--- src/hdl/dps_pkg.sv ---
package dps_pkg;

	localparam int PATTERN_BITS = 8;
	localparam int STORED_BITS  = 8;
	localparam int POS_W        = (PATTERN_BITS > 1) ? $clog2(PATTERN_BITS) : 1;
	localparam int RUN_W        = $clog2(PATTERN_BITS + 1);
	localparam int LEN_W        = 10;
	localparam int SUB_SHIFT    = 4;
	localparam int SCALE_W      = 8;
	localparam int REM_W        = 15;
	localparam int PROD_W       = RUN_W + SCALE_W + SUB_SHIFT;
	localparam int CFG_IDX_W    = 2;
	localparam int CFG_DATA_W   = 8;

	localparam logic [LEN_W-1:0]      MAX_SEG       = LEN_W'(992);
	localparam logic [REM_W-1:0]      REM_MAX       = REM_W'(32767);
	localparam logic [CFG_IDX_W-1:0]  REG_PATTERN   = CFG_IDX_W'(0);
	localparam logic [CFG_IDX_W-1:0]  REG_SCALE     = CFG_IDX_W'(1);
	localparam logic [STORED_BITS-1:0] PATTERN_RST  = STORED_BITS'(128);
	localparam logic [SCALE_W-1:0]    SCALE_RST     = SCALE_W'(1);

	typedef struct packed {
		logic load;
		logic fetch;
		logic cut;
	} dps_cmd_t;

	typedef struct packed {
		logic rem_zero;
		logic fits;
		logic draw;
		logic out_free;
	} dps_sts_t;

endpackage

--- src/hdl/dps_ctrl.sv ---
module dps_ctrl
	import dps_pkg::*;
(
	input  logic     clk,
	input  logic     arst_n,
	input  logic     in_valid,
	output logic     in_ready,
	input  dps_sts_t sts,
	output dps_cmd_t cmd
);

	typedef enum logic [2:0] {
		S_IDLE  = 3'b001,
		S_FETCH = 3'b010,
		S_CUT   = 3'b100
	} state_t;

	state_t state_q;
	state_t state_d;

	assign in_ready  = (state_q == S_IDLE);
	assign cmd.load  = in_valid && in_ready;
	assign cmd.fetch = (state_q == S_FETCH);
	assign cmd.cut   = (state_q == S_CUT) && (!sts.draw || sts.out_free);

	always_comb begin
		state_d = state_q;
		case (state_q)
			S_IDLE: begin
				if (cmd.load) begin
					state_d = sts.rem_zero ? S_FETCH : S_CUT;
				end
			end
			S_FETCH: begin
				state_d = S_CUT;
			end
			S_CUT: begin
				if (cmd.cut) begin
					state_d = sts.fits ? S_IDLE : S_FETCH;
				end
			end
			default: begin
				state_d = S_IDLE;
			end
		endcase
	end

	always_ff @(posedge clk or negedge arst_n) begin
		if (!arst_n) begin
			state_q <= S_IDLE;
		end else begin
			state_q <= state_d;
		end
	end

endmodule

--- src/hdl/dps_datapath.sv ---
module dps_datapath
	import dps_pkg::*;
(
	input  logic                  clk,
	input  logic                  arst_n,
	input  logic                  cfg_we,
	input  logic [CFG_IDX_W-1:0]  cfg_index,
	input  logic [CFG_DATA_W-1:0] cfg_data,
	input  logic [LEN_W-1:0]      segment_length,
	input  logic                  is_draw,
	input  dps_cmd_t              cmd,
	output dps_sts_t              sts,
	output logic                  out_valid,
	input  logic                  out_ready,
	output logic                  piece_pen,
	output logic [LEN_W-1:0]      piece_length,
	output logic                  last_piece
);

	logic [STORED_BITS-1:0] pattern_q;
	logic [SCALE_W-1:0]     scale_q;
	logic [POS_W-1:0]       pos_q;
	logic [REM_W-1:0]       rem_q;
	logic                   pen_q;
	logic [LEN_W-1:0]       togo_q;
	logic                   draw_q;
	logic                   out_valid_q;
	logic                   out_pen_q;
	logic [LEN_W-1:0]       out_len_q;
	logic                   out_last_q;

	logic [PATTERN_BITS-1:0] pens;
	logic [RUN_W-1:0]        run;
	logic [POS_W:0]          pos_sum;
	logic [POS_W-1:0]        pos_next;
	logic [SCALE_W-1:0]      scale_eff;
	logic [PROD_W-1:0]       dash_len;
	logic [REM_W-1:0]        dash_rem;
	logic [LEN_W-1:0]        seg_clamped;
	logic                    emit;

	always_comb begin
		logic [POS_W:0] idx;
		for (int i = 0; i < PATTERN_BITS; i++) begin
			idx = {1'b0, pos_q} + (POS_W+1)'(i);
			if (idx >= (POS_W+1)'(PATTERN_BITS)) begin
				idx = idx - (POS_W+1)'(PATTERN_BITS);
			end
			if (idx < (POS_W+1)'(STORED_BITS)) begin
				pens[i] = ~pattern_q[idx[$clog2(STORED_BITS)-1:0]];
			end else begin
				pens[i] = 1'b1;
			end
		end
	end

	always_comb begin
		run = RUN_W'(PATTERN_BITS);
		for (int i = PATTERN_BITS - 1; i > 0; i--) begin
			if (pens[i] != pens[0]) begin
				run = RUN_W'(i);
			end
		end
	end

	always_comb begin
		pos_sum = {1'b0, pos_q} + (POS_W+1)'(run);
		if (pos_sum >= (POS_W+1)'(PATTERN_BITS)) begin
			pos_sum = pos_sum - (POS_W+1)'(PATTERN_BITS);
		end
		pos_next = pos_sum[POS_W-1:0];
	end

	assign scale_eff = (scale_q == '0) ? SCALE_W'(1) : scale_q;
	assign dash_len  = (PROD_W'(run) * PROD_W'(scale_eff)) << SUB_SHIFT;
	assign dash_rem  = (dash_len > PROD_W'(REM_MAX)) ? REM_MAX : dash_len[REM_W-1:0];

	assign seg_clamped = (segment_length > MAX_SEG) ? MAX_SEG : segment_length;

	assign sts.rem_zero = (rem_q == '0);
	assign sts.fits     = (REM_W'(togo_q) <= rem_q);
	assign sts.draw     = draw_q;
	assign sts.out_free = !out_valid_q || out_ready;

	assign emit = cmd.cut && draw_q;

	always_ff @(posedge clk or negedge arst_n) begin
		if (!arst_n) begin
			pattern_q <= PATTERN_RST;
			scale_q   <= SCALE_RST;
			pos_q     <= '0;
			rem_q     <= '0;
			pen_q     <= 1'b0;
		end else if (cfg_we && (cfg_index == REG_PATTERN || cfg_index == REG_SCALE)) begin
			if (cfg_index == REG_PATTERN) begin
				pattern_q <= cfg_data[STORED_BITS-1:0];
			end else begin
				scale_q <= cfg_data[SCALE_W-1:0];
			end
			pos_q <= '0;
			rem_q <= '0;
		end else if (cmd.fetch) begin
			pos_q <= pos_next;
			rem_q <= dash_rem;
			pen_q <= pens[0];
		end else if (cmd.cut) begin
			if (sts.fits) begin
				rem_q <= rem_q - REM_W'(togo_q);
			end else begin
				rem_q <= '0;
			end
		end
	end

	always_ff @(posedge clk) begin
		if (cmd.load) begin
			togo_q <= seg_clamped;
			draw_q <= is_draw;
		end else if (cmd.cut && !sts.fits) begin
			togo_q <= togo_q - rem_q[LEN_W-1:0];
		end
	end

	always_ff @(posedge clk or negedge arst_n) begin
		if (!arst_n) begin
			out_valid_q <= 1'b0;
		end else if (emit) begin
			out_valid_q <= 1'b1;
		end else if (out_ready) begin
			out_valid_q <= 1'b0;
		end
	end

	always_ff @(posedge clk) begin
		if (emit) begin
			out_pen_q  <= pen_q;
			out_len_q  <= sts.fits ? togo_q : rem_q[LEN_W-1:0];
			out_last_q <= sts.fits;
		end
	end

	assign out_valid    = out_valid_q;
	assign piece_pen    = out_pen_q;
	assign piece_length = out_len_q;
	assign last_piece   = out_last_q;

endmodule

--- src/hdl/dash_pattern_segmenter.sv ---
// Cuts each line segment into dash pieces along a circular 8-bit pattern (bit 0 first, a zero
// bit draws). Takes one segment at a time: it accepts the segment, then fetches a new dash
// whenever the current one is used up and cuts one piece per step, the fetch and cut steps
// sharing one datapath; output back-pressure stalls the cut of a drawn piece.
// A zero-length drawn segment yields one piece of length 0. Moves yield no pieces but advance
// the pattern. Writing either register restarts the pattern; write only while idle.
module dash_pattern_segmenter
	import dps_pkg::*;
(
	input  logic                  clk,
	input  logic                  arst_n,
	input  logic                  cfg_we,
	input  logic [CFG_IDX_W-1:0]  cfg_index,
	input  logic [CFG_DATA_W-1:0] cfg_data,
	input  logic                  in_valid,
	output logic                  in_ready,
	input  logic [LEN_W-1:0]      segment_length,
	input  logic                  is_draw,
	output logic                  out_valid,
	input  logic                  out_ready,
	output logic                  piece_pen,
	output logic [LEN_W-1:0]      piece_length,
	output logic                  last_piece
);

	dps_cmd_t cmd;
	dps_sts_t sts;

	dps_ctrl u_ctrl (
		.clk      (clk),
		.arst_n   (arst_n),
		.in_valid (in_valid),
		.in_ready (in_ready),
		.sts      (sts),
		.cmd      (cmd)
	);

	dps_datapath u_datapath (
		.clk            (clk),
		.arst_n         (arst_n),
		.cfg_we         (cfg_we),
		.cfg_index      (cfg_index),
		.cfg_data       (cfg_data),
		.segment_length (segment_length),
		.is_draw        (is_draw),
		.cmd            (cmd),
		.sts            (sts),
		.out_valid      (out_valid),
		.out_ready      (out_ready),
		.piece_pen      (piece_pen),
		.piece_length   (piece_length),
		.last_piece     (last_piece)
	);

`ifndef SYNTHESIS
	a_fetch_loads_dash: assert property (@(posedge clk) disable iff (!arst_n)
		cmd.fetch && !cfg_we |=> !sts.rem_zero)
		else $error("fetch left no dash length");

	a_last_cut_frees_input: assert property (@(posedge clk) disable iff (!arst_n)
		cmd.cut && sts.fits |=> in_ready)
		else $error("final cut did not return to idle");

	a_piece_from_cut: assert property (@(posedge clk) disable iff (!arst_n)
		$rose(out_valid) |-> $past(cmd.cut && sts.draw))
		else $error("piece issued without a drawn cut");
`endif

endmodule
--- config.mk ---
export PLATFORM = sky130hd
export DESIGN_NAME = dash_pattern_segmenter
export DESIGN_NICKNAME = d
export VERILOG_FILES = /design/src/hdl/dps_pkg.sv /design/src/hdl/dps_ctrl.sv /design/src/hdl/dps_datapath.sv /design/src/hdl/dash_pattern_segmenter.sv
export SDC_FILE = /design/constraint.sdc
export NUM_CORES = 1
export LEC_CHECK = 0
export ABC_AREA = 1
export BUFFER_PORTS_ARGS = -buffer_cell sky130_fd_sc_hd__buf_4
export CAP_MARGIN = 20
export CORE_MARGIN = 1.5
export CORE_UTILIZATION = 56
export DETAILED_ROUTE_END_ITERATION = 8
export PLACE_DENSITY = 0.78
export SYNTH_ARGS = -nofsm -noshare
export SYNTH_HDL_FRONTEND = slang
export SYNTH_SLANG_ARGS = --single-unit
--- constraint.sdc ---
create_clock -name clk -period 4.55 [get_ports clk]
set_clock_uncertainty 0.05 [all_clocks]
set_input_delay 0.2275 -clock clk [delete_from_list [all_inputs] [get_ports clk]]
set_output_delay 0.2275 -clock clk [all_outputs]
set_load 0.005 [all_outputs]
# [Word level (Yosys, flattened, before mapping)]
# Index checks and enable logic that the tools add are counted.
[word_totals] regBits=62 latchBits=0 ram_bits=0 rom_bits=0 inputBits=26 output_inout_bits=14 elab_cells=164 n_memories=0
[classes] n_addsub=19 multipliers=1 div=0 magnitude_cmp=28 eq_ne=13 shift=0 mux=59 bitwise_logic=10 reduce_logical=22
[ops] operator="$mux W15" count=5
[ops] operator="$mux W4" count=15
[ops] operator="$mux W10" count=4
[ops] operator="$ge A4 B4 Y1 const B" count=8
[ops] operator="$lt A3 B4 Y1 const B" count=8
[ops] operator="$lt A4 B4 Y1 const B" count=8
[ops] operator="$sub A4 B4 Y4 const B" count=7
[ops] operator="$bmux W1 S3" count=8
[ops] operator="$mux W1" count=18
[ops] operator="$mux W3" count=6
[ops] operator="$add A3 B3 Y4 const B" count=4
[ops] operator="$gt A16 B15 Y1 const B" count=1
[ops] operator="$le A10 B15 Y1" count=1
[ops] operator="$logic_not A15 Y1" count=1
[ops] operator="$sub A15 B10 Y15" count=1
[ops] operator="$mul A4 B8 Y12" count=1
[ops] operator="$gt A10 B10 Y1 const B" count=1
[ops] operator="$not A1 Y1" count=10
[ops] operator="$sub A10 B10 Y10" count=1
[ops] operator="$pmux W3 S3" count=1
[ops] operator="$add A3 B2 Y4 const B" count=2
[ops] operator="$logic_not A8 Y1" count=1
[ops] operator="$mux W8" count=1
[ops] operator="$reduce_and A2 Y1" count=4
[ops] operator="19 further kinds" count=35

# [Depth between registers and ports, before layout]
# Gate-level depths: netlist (run 1).
[logic_depth] word_depth=20 depth_mapped=29 mapped_depth_nobuf=28

# [By module]
# From an unflattened synthesis (run 1), not the netlist that was laid out.
[hier_totals] hier_cells=706 area_unflattened_um2=5256.3
[modules_own_cells] mod="dps_datapath" instances=1 cells_each=674 area_each_um2=5054.8 seq_area_each_um2=1594.0
[modules_own_cells] mod="dps_ctrl" instances=1 cells_each=32 area_each_um2=201.4 seq_area_each_um2=76.3

# [Worst setup path after synthesis (run 1)]
# Ideal clock, no wire load.
[synth_timing] path_type="reg2reg" start="reg u_datapath.pos_q[0]" end="reg u_datapath.rem_q[10]" setup_time_ns=0.124 arrival_time_ns=4.538 required_ns=4.376 path_slack_ns=-0.162 path_stages_with_launch=27 n_path_buf=1 period_less_slack_ns=4.712 cell_sequence="dfrtp_1 buf_6 inv_6 ha_1 inv_1 nand3_1 nand2_1 nor2_1 a31oi_2 xor2_2 nor2_4 nand2_2 nor2_1 fa_1 inv_1 fa_1 inv_1 ha_1 a21oi_1 o21ai_0 nand2_1 nand4_1 or2_2 a21oi_4 inv_1 o211ai_1 nand2_1"
[synth_between] elab_chain_cells=20 word_cells_on_any_way=90 classes_between="15 x add/sub; 1 x mul; 17 x order compare; 7 x eq/ne; 42 x mux; 8 x bitwise"
[synth_rtl] element="from (decl)" line_no="dps_datapath.sv:22" rtl="logic [POS_W-1:0] pos_q;"
[synth_rtl] element="from (signal assigned)" line_no="dps_datapath.sv:103" rtl="pos_q <= pos_next;"
[synth_rtl] element="$add A3 B3 Y4" line_no="dps_datapath.sv:45" rtl="idx = {1'b0, pos_q} + (POS_W+1)'(i);"
[synth_rtl] element="$sub A4 B4 Y4 or $ge A4 B4 Y1 (tied branches)" line_no="dps_datapath.sv:47, dps_datapath.sv:46"
[synth_rtl] element="$mux W4" line_no="dps_datapath.sv:46" rtl="if (idx >= (POS_W+1)'(PATTERN_BITS)) begin"
[synth_rtl] element="$bmux W1 S3" line_no="dps_datapath.sv:50" rtl="pens[i] = ~pattern_q[idx[$clog2(STORED_BITS)-1:0]];"
[synth_rtl] element="$mux W1 (not written as such)" line_no="dps_datapath.sv:50"
[synth_rtl] element="$not A1 Y1" line_no="dps_datapath.sv:50"
[synth_rtl] element="$mux W1" line_no="dps_datapath.sv:49" rtl="if (idx < (POS_W+1)'(STORED_BITS)) begin"
[synth_rtl] element="$ne A1 B1 Y1" line_no="dps_datapath.sv:60" rtl="if (pens[i] != pens[0]) begin"
[synth_rtl] element="$mux W4 (6 in a row)" line_no="dps_datapath.sv:60"
[synth_rtl] element="$mux W4 *" line_no="dps_datapath.sv:60"
[synth_rtl] element="$mul A4 B8 Y12 *" line_no="dps_datapath.sv:75" rtl="assign dash_len = (PROD_W'(run) * PROD_W'(scale_eff)) << SUB_SHIFT;"
[synth_rtl] element="$gt A16 B15 Y1" line_no="dps_datapath.sv:76" rtl="assign dash_rem = (dash_len > PROD_W'(REM_MAX)) ? REM_MAX : dash_len[REM_W-1:0];"
[synth_rtl] element="$mux W15 *" line_no="dps_datapath.sv:76"
[synth_rtl] element="$mux W15 *" line_no="dps_datapath.sv:102" rtl="end else if (cmd.fetch) begin"
[synth_rtl] element="$mux W15 *" line_no="dps_datapath.sv:94" rtl="end else if (cfg_we && (cfg_index == REG_PATTERN || cfg_index == REG_SCALE)) begin"
[synth_rtl] element="to (signal assigned)" line_no="dps_datapath.sv:104" rtl="rem_q <= dash_rem;"
[synth_rtl] element="to (signal assigned)" line_no="dps_datapath.sv:108" rtl="rem_q <= rem_q - REM_W'(togo_q);"
[synth_rtl] element="to (decl)" line_no="dps_datapath.sv:23" rtl="logic [REM_W-1:0] rem_q;"
# Every way passes the cells marked *; elsewhere a longest branch is shown, timed or not. The select of a mux whose other input is x is not followed.
# A chain may end at the register's enable or synchronous reset.

# [Final worst setup path (run 1)]
[layout_timing] start="reg u_datapath.pos_q[0]" end="reg u_datapath.rem_q[4]"
# The elaborated chain is that of the path after synthesis.

==> metrics, run 1 <==
outcome complete, but fails checks; failing checks setup timing; Tcrit/Tclk final 1.05; startpoint types register; Synth top area share 0.170; worst hold endpoint u_datapath.out_valid; slack of the critical path -223 ps; Reg2Reg Launch Point u_datapath.pos_q[0]; DRT iter0 DRCs 275; worst hold path stage count 2; clock buffer depth 2; CP delay by family, top simple AND/OR/NAND/NOR gates; cell area after layout 0.00649 mm²; WP buf/inv 7; Post-route DRC 0; routed wire length 13.5 mm; die footprint 0.0101 mm²; IO Pins 40; max_cap viols 0; Post-synth top flop dfrtp_1; vias in the first global route 4783; Syn. warnings 0; Netlist cell types 52; WL per Instance 15.2 µm; wire length of the first global-routing pass 21.2 mm; CP max-delay cell fa_1; Initial Utilization 0.577; placed cell area 0.00591 mm²; total track usage 0.265; largest net degree at the start of global routing 40; most frequent cell after synthesis nand2_1; clock sink count 62; critical path endpoint category register; Min Clock Period, post-route 4770 ps; Final Hold Viols 0; Final GP Congestion 0.976; Finish-stage setup viols 15; r2r worst-path depth 28; Peak Freq 0.209 GHz; Synth top cells by count 154 x nand2_1, 106 x inv_1, 61 x o21ai_0; Root Driver clkbuf_8; grt ovf 0; Antenna diodes 0; Req. time, crit path 4750 ps; FF+latch count, synth 62; Layout Area Growth over Synthesis 22.5%; FP Rows 35; CTS tree done; Filler Cells Inserted 723; Top Usage Layer GRT met2; Layout Nets 852; Detail Placement HPWL 9.76 mm; layout cells sized above 1 0.250; TNS Setup -2800 ps; first-pass iteration count of the detailed router 5; register area share after synthesis 0.315; Antenna Nets Post-Route 0; power per standard cell area 727 mW/mm²; Die Height 100 µm; most used cell, CP nand2_1; max_slew headroom 0.326; routing usage on met2 0.475; met3 Use GR 0.0432; Critical Path AT 4970 ps; reg2reg setup slack -220 ps; Worst IR Drop VDD 0.000284 V; worst hold path type in -> reg; CP max FO 7; antenna violations before repair 0; Post-synth EDFFs 23; CTS clk-pin slew, worst paths 90 ps; reg2reg end u_datapath.rem_q[4]; hold_sp out_ready; RSZ-0062 raised after global routing true; CTS Buf Count 9; syn nets 778; DR vias 4954; Syn Inst Count 697; count of pins over their slew limit 0; average size of a mapped cell 7.61 µm²; Chip Width 100 µm; CTS H-tree lvls 3; Vias/cell 5.59; Yosys top cell by area dfrtp_1; clock latency on the worst-skew pair 360 ps; Final Core Density 0.706; async set-reset flop share out of synthesis 0.629; Port-buffer cells 39; met1 usage 0.319; Critical Path Max Stage Delay 500 ps; Core Area 0.00920 mm²; worst-margin pin slew 1010 ps; Crit Path Category reg -> reg; synth top area cells dfrtp_1 17%, edfxtp_1 13%, nand2_1 11%; Leakage 3.12 nW; Post-Syn Area 0.00530 mm²
==> power breakdown <==
| part | total [W] | internal, W | switching (W) |
|---|---|---|---|
| sequential | 0.000973 | 0.000834 | 0.000139 |
| clock | 0.000574 | 0.000315 | 0.000258 |
| combinational | 0.00318 | 0.00125 | 0.00192 |
==> sequential cells by signal (all words and copies together), names as in the netlist <==
name	cells
u_datapath.piece_length	10
u_datapath.piece_pen	1
u_datapath.out_valid	1
u_datapath.scale_q	8
u_datapath.togo_q	10
u_datapath.draw_q	1
u_datapath.pos_q	3
u_ctrl.state_q	3
u_datapath.last_piece	1
u_datapath.pen_q	1
u_datapath.rem_q	15
u_datapath.pattern_q	8
==> layer usage <==
metal	vias up	wire [µm]	share of wire
li1	2416	-	-
met1	2313	5640	0.42
met2	187	6810	0.50
met3	38	687	0.051
met4	0	369	0.027
met5	-	0	0
==> kinds of logic (layout without fill, tap and decap cells) <==
family                     Yosys count  count (layout)  share of synthesized area
and+or+nand+nor                    302             302                      0.253
buffers and inverters              126             205                     0.0939
AOI/OAI and AO/OA                  125             125                      0.135
xor gates and xnor gates            27              27                     0.0517
adders and majority gates           55              55                      0.151
DFF                                 62              62                      0.315
==> placed cells by master, fill, tap and decap left out, drive strengths merged, types with 15 or more instances in the layout <==
| cell | count |
|---|---|
| a21oi | 32 |
| buf | 75 |
| dfrtp | 36 |
| edfxtp | 23 |
| fa | 15 |
| ha | 40 |
| inv | 115 |
| nand2 | 172 |
| nand3 | 46 |
| nor2 | 58 |
| o21ai | 66 |
| xor2 | 22 |
==> what timing repair did <==
item	CTS	global route
pin swaps	13	33
hold endpoints to repair	37	0
setup buffers	5	5
endpoints found under the setup margin	15	15
hold buffers	2	0
resized for setup	27	41
==> stage by stage <==
| step | setup slack [ps] | cells | total power, W | hold slack, ps |
|---|---|---|---|---|
| 5_1_grt | -442 | 887 | 0.00514 | 1.54 |
| 3_3_place_gp | -41.7 | 858 | 0.00366 | 185 |
| 4_1_cts | -19.4 | 881 | 0.00445 | 8.05 |
| 3_5_place_dp | -229 | 858 | 0.00375 | 189 |
| 2_1_floorplan | 42.0 | 697 | 0.00301 | -118 |
| 6_report | -223 | 887 | 0.00472 | 12.3 |
==> how the worst max path moves through the flow <==
stage / startpoint / endpoint / cells past startpoint
6_report: u_datapath.pos_q[0] / u_datapath.rem_q[4] / 28
5_1_grt: u_datapath.pos_q[1] / u_datapath.rem_q[10] / 27
4_1_cts: u_datapath.pos_q[1] / u_datapath.rem_q[10] / 23
3_5_place_dp: u_datapath.pos_q[0] / u_datapath.rem_q[3] / 26
3_3_place_gp: u_datapath.pos_q[0] / u_datapath.rem_q[0] / 26
2_1_floorplan: u_datapath.pos_q[0] / u_datapath.rem_q[10] / 26
==> area by class of cell <==
type                       instances  area [µm²]  area share
clock inverter                     7         100      0.0154
multi-input combinational        509        3430       0.528
tap                              111         139      0.0214
timing repair buffer              77         596      0.0917
sequential                        62        1670       0.257
inverter                         112         433      0.0667
clock buffer                       9         124      0.0191
(Power assumes the default switching activity.)
==> run 2: changes to the inputs <==
--- a/config.mk
+++ b/config.mk
@@ -7,11 +7,12 @@
 export LEC_CHECK = 0
 export ABC_AREA = 1
 export BUFFER_PORTS_ARGS = -buffer_cell sky130_fd_sc_hd__buf_4
-export CAP_MARGIN = 20
+export CELL_PAD_IN_SITES_DETAIL_PLACEMENT = 0
+export CELL_PAD_IN_SITES_GLOBAL_PLACEMENT = 1
 export CORE_MARGIN = 1.5
-export CORE_UTILIZATION = 56
+export CORE_UTILIZATION = 41
 export DETAILED_ROUTE_END_ITERATION = 8
-export PLACE_DENSITY = 0.78
+export PLACE_DENSITY_LB_ADDON = 0.1
 export SYNTH_ARGS = -nofsm -noshare
 export SYNTH_HDL_FRONTEND = slang
 export SYNTH_SLANG_ARGS = --single-unit
==> run 2 against run 1 <==
Against the previous run:
- the run still ends with setup timing left
- via count down 5.3%
- core utilization down 18 points
- fmax up 2.3%
- combinational power about the same
- sequential share of layout area down 0.76 points
- critical path type unchanged
==> metrics, run 2 (synthesis results as in run 1) <==
outcome complete, but fails checks; failing checks setup timing; routed wire length 13.5 mm (-0.16%); largest net degree at the start of global routing 40 (unchanged); Int Pwr 0.00244 W (+1.7%); Final GP Congestion 0.881 (-9.7%); most frequent cells in the layout 143 x nand2_1, 97 x inv_1, 73 x buf_4; IO Pins 40 (unchanged); Critical Path Max Stage Delay 450 ps (-50 ps); die footprint 0.0136 mm² (+35%); Net Sw Power 0.00231 W (-0.64%); number of flip-flops in the largest register 15 (unchanged); clock latency on the worst-skew pair 340 ps (-20 ps); share of power burned in registers 0.206 (about the same); wire length of the first global-routing pass 22.6 mm (+6.5%); Core Area 0.0126 mm² (+37%); Layout Nets 851 (-0.12%); cell area after layout 0.00669 mm² (+3.1%); Vias/cell 4.95 (-11%); clock sink count 62 (unchanged); most common cell after layout, fill and taps aside nand2_1; Antenna diodes 0 (unchanged); Initial Utilization 0.420 (-0.156); Finish-stage setup viols 15 (unchanged); Port-buffer cells 39 (unchanged); Die Height 117 µm (+16%); CP delay by family, top compound AO/OA/AOI/OAI gates; Peak Freq 0.214 GHz (+2.3%); Final Non-Filler Cells 947 (+6.8%); DRT iter0 DRCs 175 (-36%); placed cell area 0.00598 mm² (+1.2%); Filler Cells Inserted 1245 (+72%); max_cap viols 0 (unchanged); DR vias 4692 (-5.3%); Chip Width 117 µm (+16%); WL per Instance 14.2 µm (-6.5%); most used cell, CP nand2_1; Min Clock Period, post-route 4670 ps (-105 ps); critical path endpoint category register; Layout Area Growth over Synthesis 26.2%; Final Hold Viols 0 (unchanged); worst hold path type in -> reg; Comb pwr share 0.665 (-0.008); Critical Path AT 4850 ps (-120 ps); Final Core Density 0.530 (-0.176); Tcrit/Tclk final 1.03 (-0.0231); power per standard cell area 710 mW/mm² (-2.4%); Multi-input gate area 0.00353 mm² (+3.0%); startpoint types register; FF/Latch Area 0.00167 mm² (unchanged); total track usage 0.216 (-0.0496); count of pins over their slew limit 0 (unchanged); Post-route DRC 0 (unchanged); vias in the first global route 4735 (-1.0%); Worst IR Drop VDD 0.000250 V (-12%); Antenna Nets Post-Route 0 (unchanged); antenna violations before repair 0 (unchanged); Leakage 3.14 nW (+0.49%); WP buf/inv 6 (-1); Detail Placement HPWL 10.4 mm (+6.5%); CTS H-tree lvls 3 (unchanged); grt ovf 0 (unchanged); layout cells sized above 1 0.258 (+0.00806); FP Rows 41 (+17%); placed cell count 920 (+7.2%); clock buffer depth 2 (unchanged); worst-margin pin slew 1100 ps (+89.1 ps); CTS Buf Count 9 (unchanged); Top reg by flops u_datapath.rem_q; Crit Path Category reg -> reg; CP max-delay cell dfrtp_2; RSZ-0062 raised after global routing true; clock power share 0.129 (+0.008); WHS 28.3 ps (+16.0 ps); slack of the critical path -118 ps (+105 ps); Req. time, crit path 4730 ps (-20 ps); Switching Share 0.486 (-0.00590); CP max FO 7 (unchanged); max_slew headroom 0.266 (-0.0596); CTS clk-pin slew, worst paths 60 ps (-30 ps); Root Driver clkbuf_16; first-pass iteration count of the detailed router 4 (-1); CTS tree done
-- run 2: worst paths after layout --
check                                            from               endpoint  slack (ps)  cells past startpoint
worst max register to register    u_datapath.pos_q[0]   u_datapath.rem_q[10]        -120                     26
worst min register to register  u_datapath.scale_q[0]  u_datapath.scale_q[0]         440                      2
max in group asynchronous                      arst_n    u_datapath.pos_q[0]        3690                      2
min in group asynchronous                      arst_n  u_datapath.scale_q[1]         360                      2
worst max-delay path              u_datapath.pos_q[0]   u_datapath.rem_q[10]        -120                     26
worst min-delay path                        out_ready   u_datapath.out_valid          30                      2
-- run 2: per-stage QoR --
stage                     setup slack [ps]  total power, W  setup TNS [ps]
after CTS                            -19.2         0.00449           -23.1
final                                 -118         0.00475           -1050
after floorplan                       42.0         0.00301               0
after global placement               -66.5         0.00372            -436
after detailed placement              -180         0.00376           -1960
after global routing                  -422         0.00526           -5410
-- run 2: what timing repair did --
| item | 4_1_cts | 5_1_grt |
|---|---|---|
| gates cloned | 0 | 0 |
| hold buffers | 2 | 0 |
| gates resized for setup | 23 | 62 |
| setup endpoints to repair | 15 | 15 |
| hold endpoints to repair | 37 | 0 |
| pin swaps | 10 | 38 |
| buffers inserted | 5 | 4 |
-- run 2: final cells by class --
cell class,count,share of cell area
sequential,62,0.250
tap,172,0.0321
inverter,112,0.0650
clock inverter,6,0.00430
clock buffer,10,0.0342
multi-input combinational,509,0.528
timing repair buffer,76,0.0865
-- run 2: worst reg2reg max path, delay by kind of cell (launching register included) --
family | cells | cell delay, ps
AO/OA/AOI/OAI | 7 | 1270
adder cells (fa/ha/maj) | 4 | 1260
buffers and inverters | 6 | 480
flip-flops | 1 | 450
AND/OR/NAND/NOR | 9 | 1070
-- run 2: power by group through the flow --
stage	Sequential (W)	Combinational, W	Clock [W]
6_report	0.000978	0.00316	0.000615
5_1_grt	0.000997	0.00361	0.000656
4_1_cts	0.000975	0.00288	0.000634
3_5_place_dp	0.000979	0.00278	0
3_3_place_gp	0.000980	0.00274	0
2_1_floorplan	0.000933	0.00208	0
-- run 2: per-layer routing --
| metal | global-route usage | share of wire |
|---|---|---|
| met1 | 0.263 | 0.44 |
| met2 | 0.377 | 0.50 |
| met3 | 0.0462 | 0.033 |
| met4 | 0.0763 | 0.020 |
| met5 | 0 | 0 |
==> run 3: changes to the inputs <==
--- a/config.mk
+++ b/config.mk
@@ -12,7 +12,7 @@
 export CORE_MARGIN = 1.5
 export CORE_UTILIZATION = 41
 export DETAILED_ROUTE_END_ITERATION = 8
-export PLACE_DENSITY_LB_ADDON = 0.1
+export PLACE_DENSITY = 0.87
 export SYNTH_ARGS = -nofsm -noshare
 export SYNTH_HDL_FRONTEND = slang
 export SYNTH_SLANG_ARGS = --single-unit
==> run 3 against run 2 <==
Against the previous run:
- the flow still finishes with violations (setup timing)
- non-clock buffer count rose by 7
- hold slack improved by 5.1 ps
- total power rose by 1.0%
- sequential power fell by 1%
- final area fell by 0.13%
- sequential share of layout area barely moved
- wire length rose by 0.24%
- combinational power barely moved
- fmax rose by 1.8%
- via count rose by 1.8%
- global-route usage fell by 0.94 points
- setup slack improved by 81 ps
- largest power group unchanged
- highest routed layer unchanged
==> metrics, run 3 (synthesis results as in run 1) <==
Port-buffer cells 39 (unchanged); Top reg by flops u_datapath.rem_q; grt ovf 0 (unchanged); max_slew headroom 0.286 (+0.0195); Worst IR Drop VDD 0.000258 V (+3.3%); Final Core Density 0.530 (-0.000694); Final GP Congestion 0.887 (+0.72%); CP max FO 6 (-1); Finish-stage setup viols 4 (-11); total track usage 0.206 (-0.00943); Leakage 3.17 nW (+1.1%); outcome complete, but fails checks; Root Driver clkbuf_16; first-pass iteration count of the detailed router 4 (unchanged); DRT iter0 DRCs 271 (+55%); TNS Setup -83.8 ps (+965 ps); CTS tree done; Peak Freq 0.218 GHz (+1.8%); startpoint types register; IO Pins 40 (unchanged); routed wire length 13.5 mm (+0.24%); DR vias 4775 (+1.8%); CTS clk-pin slew, worst paths 60 ps (about the same); layout cells sized above 1 0.249 (-0.00870); Initial Utilization 0.420 (unchanged); clock latency on the worst-skew pair 350 ps (about the same); worst-margin pin slew 1070 ps (-29.1 ps); max_cap viols 0 (unchanged); Final Non-Filler Cells 954 (+0.74%); vias in the first global route 4602 (-2.8%); CTS Buf Count 9 (unchanged); worst hold path type in -> reg; power per standard cell area 718 mW/mm² (+1.1%); Antenna diodes 0 (unchanged); Place WS -170 ps (+10.2 ps); critical path endpoint category register; Design Power 0.00480 W (+1.0%); count of pins over their slew limit 0 (unchanged); Detail Placement HPWL 10.2 mm (-2.2%); Vias/cell 5.01 (+1.0%); Req. time, crit path 4720 ps (about the same); reg2reg setup slack -40 ps (+80 ps); largest net degree at the start of global routing 40 (unchanged); Min Clock Period, post-route 4590 ps (-81.3 ps); Crit Path Category reg -> reg; Tcrit/Tclk final 1.01 (-0.0179); placed cell count 922 (+0.22%); FP Rows 41 (unchanged); die footprint 0.0136 mm² (unchanged); Final Hold Viols 0 (unchanged); Layout Nets 858 (+0.82%); Die Height 117 µm (unchanged); CTS H-tree lvls 3 (unchanged); WL per Instance 14.2 µm (-0.49%); clock buffer depth 2 (unchanged); number of flip-flops in the largest register 15 (unchanged); failing checks setup timing; most frequent cells in the layout 149 x nand2_1, 101 x inv_1, 76 x buf_4; Antenna Nets Post-Route 0 (unchanged); Post-route DRC 0 (unchanged); Chip Width 117 µm (unchanged); Critical Path AT 4760 ps (-90 ps); antenna violations before repair 0 (unchanged); slack of the critical path -37.0 ps (+81.3 ps); wire length of the first global-routing pass 21.7 mm (-4.1%); most common cell after layout, fill and taps aside nand2_1; clock sink count 62 (unchanged); Layout Area Growth over Synthesis 26.0%; Core Area 0.0126 mm² (unchanged); RSZ-0062 raised after global routing true
run 3: cell count changes in the layout (fill, tap and decap cells not counted), moves of 4 or more:
cell,delta
nand2_1,+6
nand3_1,+5
nand3_2,-5
inv_1,+4
nor2_2,+4
run 3: where the power goes:
group	switching [W]	leakage (nW)	internal, W	total [W]
clock network	0.000266	0.141	0.000419	0.000686
registers	0.000131	0.703	0.000836	0.000967
logic	0.00188	2.33	0.00127	0.00315
total	0.00228	3.17	0.00252	0.00480
run 3: area by class of cell:
cell class	instances	area [µm²]
multi-input cells	509	3420
inverters	112	433
flip-flops and latches	62	1670
clock inverters	7	63.8
clock buffers	9	225
repair buffers	83	656
well taps	172	215
fillers	1200	5930
run 3: through the flow:
step           hold slack (ps)  cell area [µm²]
2_1_floorplan             -118             5350
3_3_place_gp               201             6010
3_5_place_dp               207             6010
4_1_cts                   29.8             6550
5_1_grt                   42.6             6690
6_report                  33.4             6690
run 3: path summary, 6_finish.rpt:
path / from / end / cells past startpoint
worst max-delay path: u_datapath.pos_q[1] / u_datapath.rem_q[11] / 25
worst min-delay path: out_ready / u_datapath.out_valid / 2
worst max register to register: u_datapath.pos_q[1] / u_datapath.rem_q[11] / 25
worst min register to register: u_datapath.pen_q / u_datapath.piece_pen / 0
max in group asynchronous: arst_n / u_datapath.pos_q[0] / 2
min in group asynchronous: arst_n / u_datapath.rem_q[14] / 2
run 3: what timing repair did:
item	CTS	global route
endpoints found under the setup margin	15	15
hold endpoints to repair	37	0
pin swaps	38	22
setup buffers	9	5
hold buffers	2	0
resized for setup	42	22
run 3: routing by layer:
metal	global-route usage	vias to the layer above	part of all wire
li1	-	2431	-
met1	0.251	2242	0.45
met2	0.361	87	0.50
met3	0.0540	15	0.039
met4	0.0570	0	0.012
met5	0	-	0
run 3: critical path, cell delays in order, from the launching register on:
cell      delay, ps
dfrtp_1         390
inv_4            80
ha_4            180
xor2_2          200
buf_4           150
o21ai_2         160
xor2_2          230
buf_4           160
o211ai_2        120
nand2_4         140
nor2_2           50
fa_1            510
inv_2            40
fa_1            510
inv_2            40
ha_4            230
a21oi_4         160
o21ai_2          80
nand2_1          60
nand4_1          90
or2_4           260
a21oi_4         210
buf_4           140
nand2_1          40
nand3_1          80
o21ai_0         100
